File: config.mk
export PLATFORM = sky130hd
export DESIGN_NAME = sgm_ctrl
export DESIGN_NICKNAME = d
export VERILOG_FILES = /design/src/design/sgm_pkg.sv /design/src/design/sgm_ctrl.sv
export SDC_FILE = /design/constraint.sdc
export NUM_CORES = 1
export LEC_CHECK = 0
export BUFFER_PORTS_ARGS = -buffer_cell sky130_fd_sc_hd__buf_2
export CORE_AREA = 5 5 42 44
export CTS_CLUSTER_SIZE = 20
export DETAILED_ROUTE_END_ITERATION = 7
export DIE_AREA = 0 0 47 49
export GPL_TIMING_DRIVEN = 0
export PLACE_DENSITY_LB_ADDON = 0.08
export SETUP_SLACK_MARGIN = 0.2
export SYNTH_ARGS = -nofsm -noshare
export SYNTH_HDL_FRONTEND = slang
export SYNTH_SLANG_ARGS = --single-unit
export TNS_END_PERCENT = 5
File: constraint.sdc
create_clock -name clk -period 2.97 [get_ports clk]
set_clock_uncertainty 0.1 [all_clocks]
set_input_delay 0.594 -clock clk [delete_from_list [all_inputs] [get_ports clk]]
set_output_delay 0.594 -clock clk [all_outputs]
set_load 0.02 [all_outputs]
File: src/design/sgm_pkg.sv
// ----------------------------------------------------------------------------
// sgm_pkg: shared types and constants for the Sobel gradient magnitude block
// Configuration register map, fixed field widths, and the command/status
// bundles between the controller and the datapath.
// ----------------------------------------------------------------------------
`default_nettype none

package sgm_pkg;

  // Configuration port widths
  localparam int CFG_IDX_W  = 2;
  localparam int CFG_DATA_W = 12;
  localparam int WCFG_W     = 11;
  localparam int ROW_W      = 12;

  // Register indexes
  typedef enum logic [CFG_IDX_W-1:0] {
    REG_IMAGE_WIDTH  = 2'd0,
    REG_IMAGE_HEIGHT = 2'd1,
    REG_ZERO_BORDER  = 2'd2
  } cfg_reg_t;

  // Register reset values
  localparam logic [WCFG_W-1:0] WIDTH_RESET  = 11'd1024;
  localparam logic [ROW_W-1:0]  HEIGHT_RESET = 12'd1024;
  localparam logic              BORDER_RESET = 1'b1;

  // Controller to datapath
  typedef struct packed {
    logic accept;
    logic shift;
    logic grad_load;
    logic sq_load;
    logic root_step;
    logic out_load;
  } sgm_cmd_t;

  // Datapath to controller
  typedef struct packed {
    logic has_result;
    logic root_last;
    logic out_full;
  } sgm_sts_t;

endpackage

`default_nettype wire

File: src/design/sgm_ctrl.sv
// ----------------------------------------------------------------------------
// sgm_ctrl: sequencer of the Sobel gradient magnitude block
// Steps each pixel through line read and window shift; a pixel with a result
// then goes through gradient, square and the iterative root to the output register.
// ----------------------------------------------------------------------------
`default_nettype none

module sgm_ctrl (
  input  logic              clk,
  input  logic              rst,
  input  logic              pix_valid,
  output logic              pix_ready,
  output sgm_pkg::sgm_cmd_t cmd,
  input  sgm_pkg::sgm_sts_t sts
);
  import sgm_pkg::*;

  typedef enum logic [5:0] {
    S_IDLE   = 6'b000001,
    S_READ   = 6'b000010,
    S_GRAD   = 6'b000100,
    S_SQUARE = 6'b001000,
    S_ROOT   = 6'b010000,
    S_DONE   = 6'b100000
  } state_t;

  state_t state, state_next;

  // State register
  always_ff @(posedge clk) begin
    if (rst) begin
      state <= S_IDLE;
    end else begin
      state <= state_next;
    end
  end

  // Next state and commands
  always_comb begin
    state_next = state;
    cmd        = '0;
    pix_ready  = 1'b0;
    unique case (state)
      S_IDLE: begin
        pix_ready  = 1'b1;
        cmd.accept = pix_valid;
        if (pix_valid) begin
          state_next = S_READ;
        end
      end
      S_READ: begin
        cmd.shift  = 1'b1;
        state_next = sts.has_result ? S_GRAD : S_IDLE;
      end
      S_GRAD: begin
        cmd.grad_load = 1'b1;
        state_next    = S_SQUARE;
      end
      S_SQUARE: begin
        cmd.sq_load = 1'b1;
        state_next  = S_ROOT;
      end
      S_ROOT: begin
        cmd.root_step = 1'b1;
        if (sts.root_last) begin
          state_next = S_DONE;
        end
      end
      S_DONE: begin
        // Hold until the output register is free
        if (!sts.out_full) begin
          cmd.out_load = 1'b1;
          state_next   = S_IDLE;
        end
      end
      default: begin
        state_next = S_IDLE;
      end
    endcase
  end

endmodule

`default_nettype wire

==> impl_metrics.tcl <==
set metrics [dict create \
    status "completed" \
    crit_arrival_ps 1410 \
    pwr-share-seq_pct 31.6 \
    finalCritPeriodShare_pct 70.8 \
    cellLeakagePower_uw 0.000228 \
    grt_pass1_vias 339 \
    maxSlewViolCount 0 \
    layout.nets 64 \
    gr-total-overflow 0 \
    top_regs "state: 6 flops" \
    power.density_nw_per_um2 776 \
    synthCells 41 \
    initial_core_util_pct 26.3 \
    num_rows 14 \
    cts_sinks 6 \
    antenna_found_initial 0 \
    setup_viol 0 \
    critPathLaunchType "flip-flop" \
    area_growth_pct 27.9 \
    fin_util_pct 33.6 \
    ctsResizeCount 0 \
    io_buffers 12 \
    fin_total_pwr_uw 365 \
    viasPerCell 4.89 \
    post_cts_buffers 0 \
    regMostFlops "state" \
    numCtsBuffers 3 \
    min_path_type "input pin to flip-flop" \
    core-area_um2 1400 \
    yosys_warnings 0 \
    r2r_start "state[0]" \
    synth.net_count 47 \
    gp_congestion 0.672 \
    r2r_slack_ps 1500 \
    ys_seq_area_share_pct 32.7 \
    n_antenna_cell 0 \
    worstHoldStart "rst" \
    largest_register_ffs 6 \
    rr_worst_depth 4 \
    synth_cell_types 26 \
    cp-end-kind "output port" \
    worstSetupPathType "flip-flop to output port" \
    p_switching_uw 153 \
    ys_ff_latch 6 \
    clock_path_buffers 2 \
    p_comb_share_pct 47.9 \
    worst_hold_path.num_cells 2 \
    detail-route-antenna-nets 0 \
    htree_levels 1 \
    die_h_um 49 \
    fin_setup_tns_ps 0 \
    dieArea_um2 2300 \
    p_clk_share_pct 20.4 \
    nFillCells 177 \
    layout-drive-gt1-share_pct 37.5 \
    vdd_drop_max_mv 0.350 \
    period_needed_ps 2100 \
    final_cell_mix "12 x buf_2, 6 x nor2_1, 6 x dfxtp_1, 3 x inv_1, 3 x clkbuf_4" \
    crit_required_ps 2280 \
    clk_latency_ps 240 \
    stdcell_count 72 \
    rsz0062_at_grt "false" \
    slew_headroom_pct 76.2 \
    switching_share_pct 41.9 \
    grtUsageTotal_pct 9.08 \
    clk_pin_slew_ps 40 \
    syn-cell-area_um2 368 \
    drc_errors 0 \
    fmax_ghz 0.476 \
    holdWs_ps 458 \
    drtIter0Drc 5 \
    postCtsHoldBufs 0 \
    path_max_fanout 7 \
    cts_root_buffer "clkbuf_4" \
    die_w_um 47 \
    grt_first_pass_wirelength_um 1520 \
    placed_cells 69 \
    wire_per_inst_um 11.8 \
    intPower_uw 212 \
    dr.pass1.iters 4 \
    maxCapViolCount 0 \
    drt_wl_total_um 848 \
    grt_max_degree 8 \
    timing.rr.end "state[0]" \
    hold_end "state[3]" \
    worst_pin_slew_ps 355 \
    hold_viol_final 0 \
    cts_tree "yes" \
    top_level_ports 13 \
    syn_avg_cell_area_um2 8.97 \
    vias 352 \
    final_common_cell "buf_2" \
    dp_hpwl_um 697 \
]
==> stage by stage <==
| stage | setup WS (ps) | instance area (um2) |
|---|---|---|
| global placement | 1100 | 448 |
| detailed placement | 1120 | 448 |
| floorplan | 1180 | 368 |
| CTS | 860 | 470 |
| global route | 745 | 470 |
| finish | 868 | 470 |
==> final cells by class <==
cell class	instances	area (um2)	area share [%]
inverters	3	11.3	2.39
clock buffers	3	22.5	4.79
repair buffers	12	60.1	12.8
flip-flops and latches	6	120	25.5
multi-input cells	32	236	50.3
well taps	16	20.0	4.26
==> cells in the mapped netlist <==
| library cell | instances | share of area [%] |
|---|---|---|
| nor3b_1 | 1 | 2.0 |
| nand2_1 | 1 | 1.0 |
| nand2_2 | 1 | 1.7 |
| o21ai_0 | 2 | 2.7 |
| inv_1 | 3 | 3.1 |
| nor2_1 | 6 | 6.1 |
| and4b_2 | 1 | 3.1 |
| a21boi_0 | 1 | 2.0 |
| o21ai_1 | 1 | 1.4 |
| o211ai_1 | 1 | 2.0 |
| xor2_1 | 1 | 2.4 |
| nand4_1 | 1 | 1.7 |
| and2_2 | 1 | 2.0 |
| nor4_4 | 1 | 5.8 |
| nand4b_1 | 1 | 2.4 |
| dfxtp_1 | 6 | 33 |
| o211a_1 | 1 | 2.7 |
| a31o_2 | 1 | 2.4 |
| nand3_1 | 1 | 1.4 |
| nor2b_1 | 2 | 3.4 |
| o221ai_4 | 1 | 7.1 |
| a21oi_1 | 1 | 1.4 |
| and3b_1 | 1 | 2.4 |
| and4b_1 | 1 | 2.7 |
| a31oi_1 | 1 | 1.7 |
| nor3_1 | 2 | 2.7 |
==> power groups by stage <==
stage          sequential, uW  combinational, uW  clock (uW)
5_1_grt                   117                197        81.8
6_report                  115                175        74.6
3_5_place_dp              117                177           0
3_3_place_gp              117                182           0
4_1_cts                   115                178        77.9
2_1_floorplan             114                134           0
==> critical path, stage by stage, from the launching register on <==
cell	delay, ps
dfxtp_1	370
nor4_4	380
nand2_2	150
nor2_1	100
buf_2	160
==> per-layer routing <==
metal  vias up  track usage, %  wire length [um]
li1        182               -                 -
met2         8            12.0               395
met1       158            11.9               399
met3         4            3.69                40
met4         0            5.53                13
met5         -               0                 0
==> cell families after synthesis <==
group	Yosys count	share of synthesized area (%)
and+or+nand+nor	21	38.4
AOI/OAI and AO/OA	10	23.5
DFF	6	32.7
buffers and inverters	3	3.06
xor gates and xnor gates	1	2.38
==> how the worst max path moves through the flow <==
stage | startpoint | slack [ps] | depth (start not counted) | end
after floorplan | state[2] | 1180 | 3 | cmd[5]
after global placement | state[0] | 1100 | 4 | cmd[1]
after detailed placement | state[2] | 1120 | 4 | cmd[5]
after CTS | state[2] | 860 | 4 | cmd[5]
after global routing | state[0] | 740 | 4 | cmd[1]
final | state[2] | 870 | 4 | cmd[5]
Note: power is estimated with default switching activity, not from simulation.
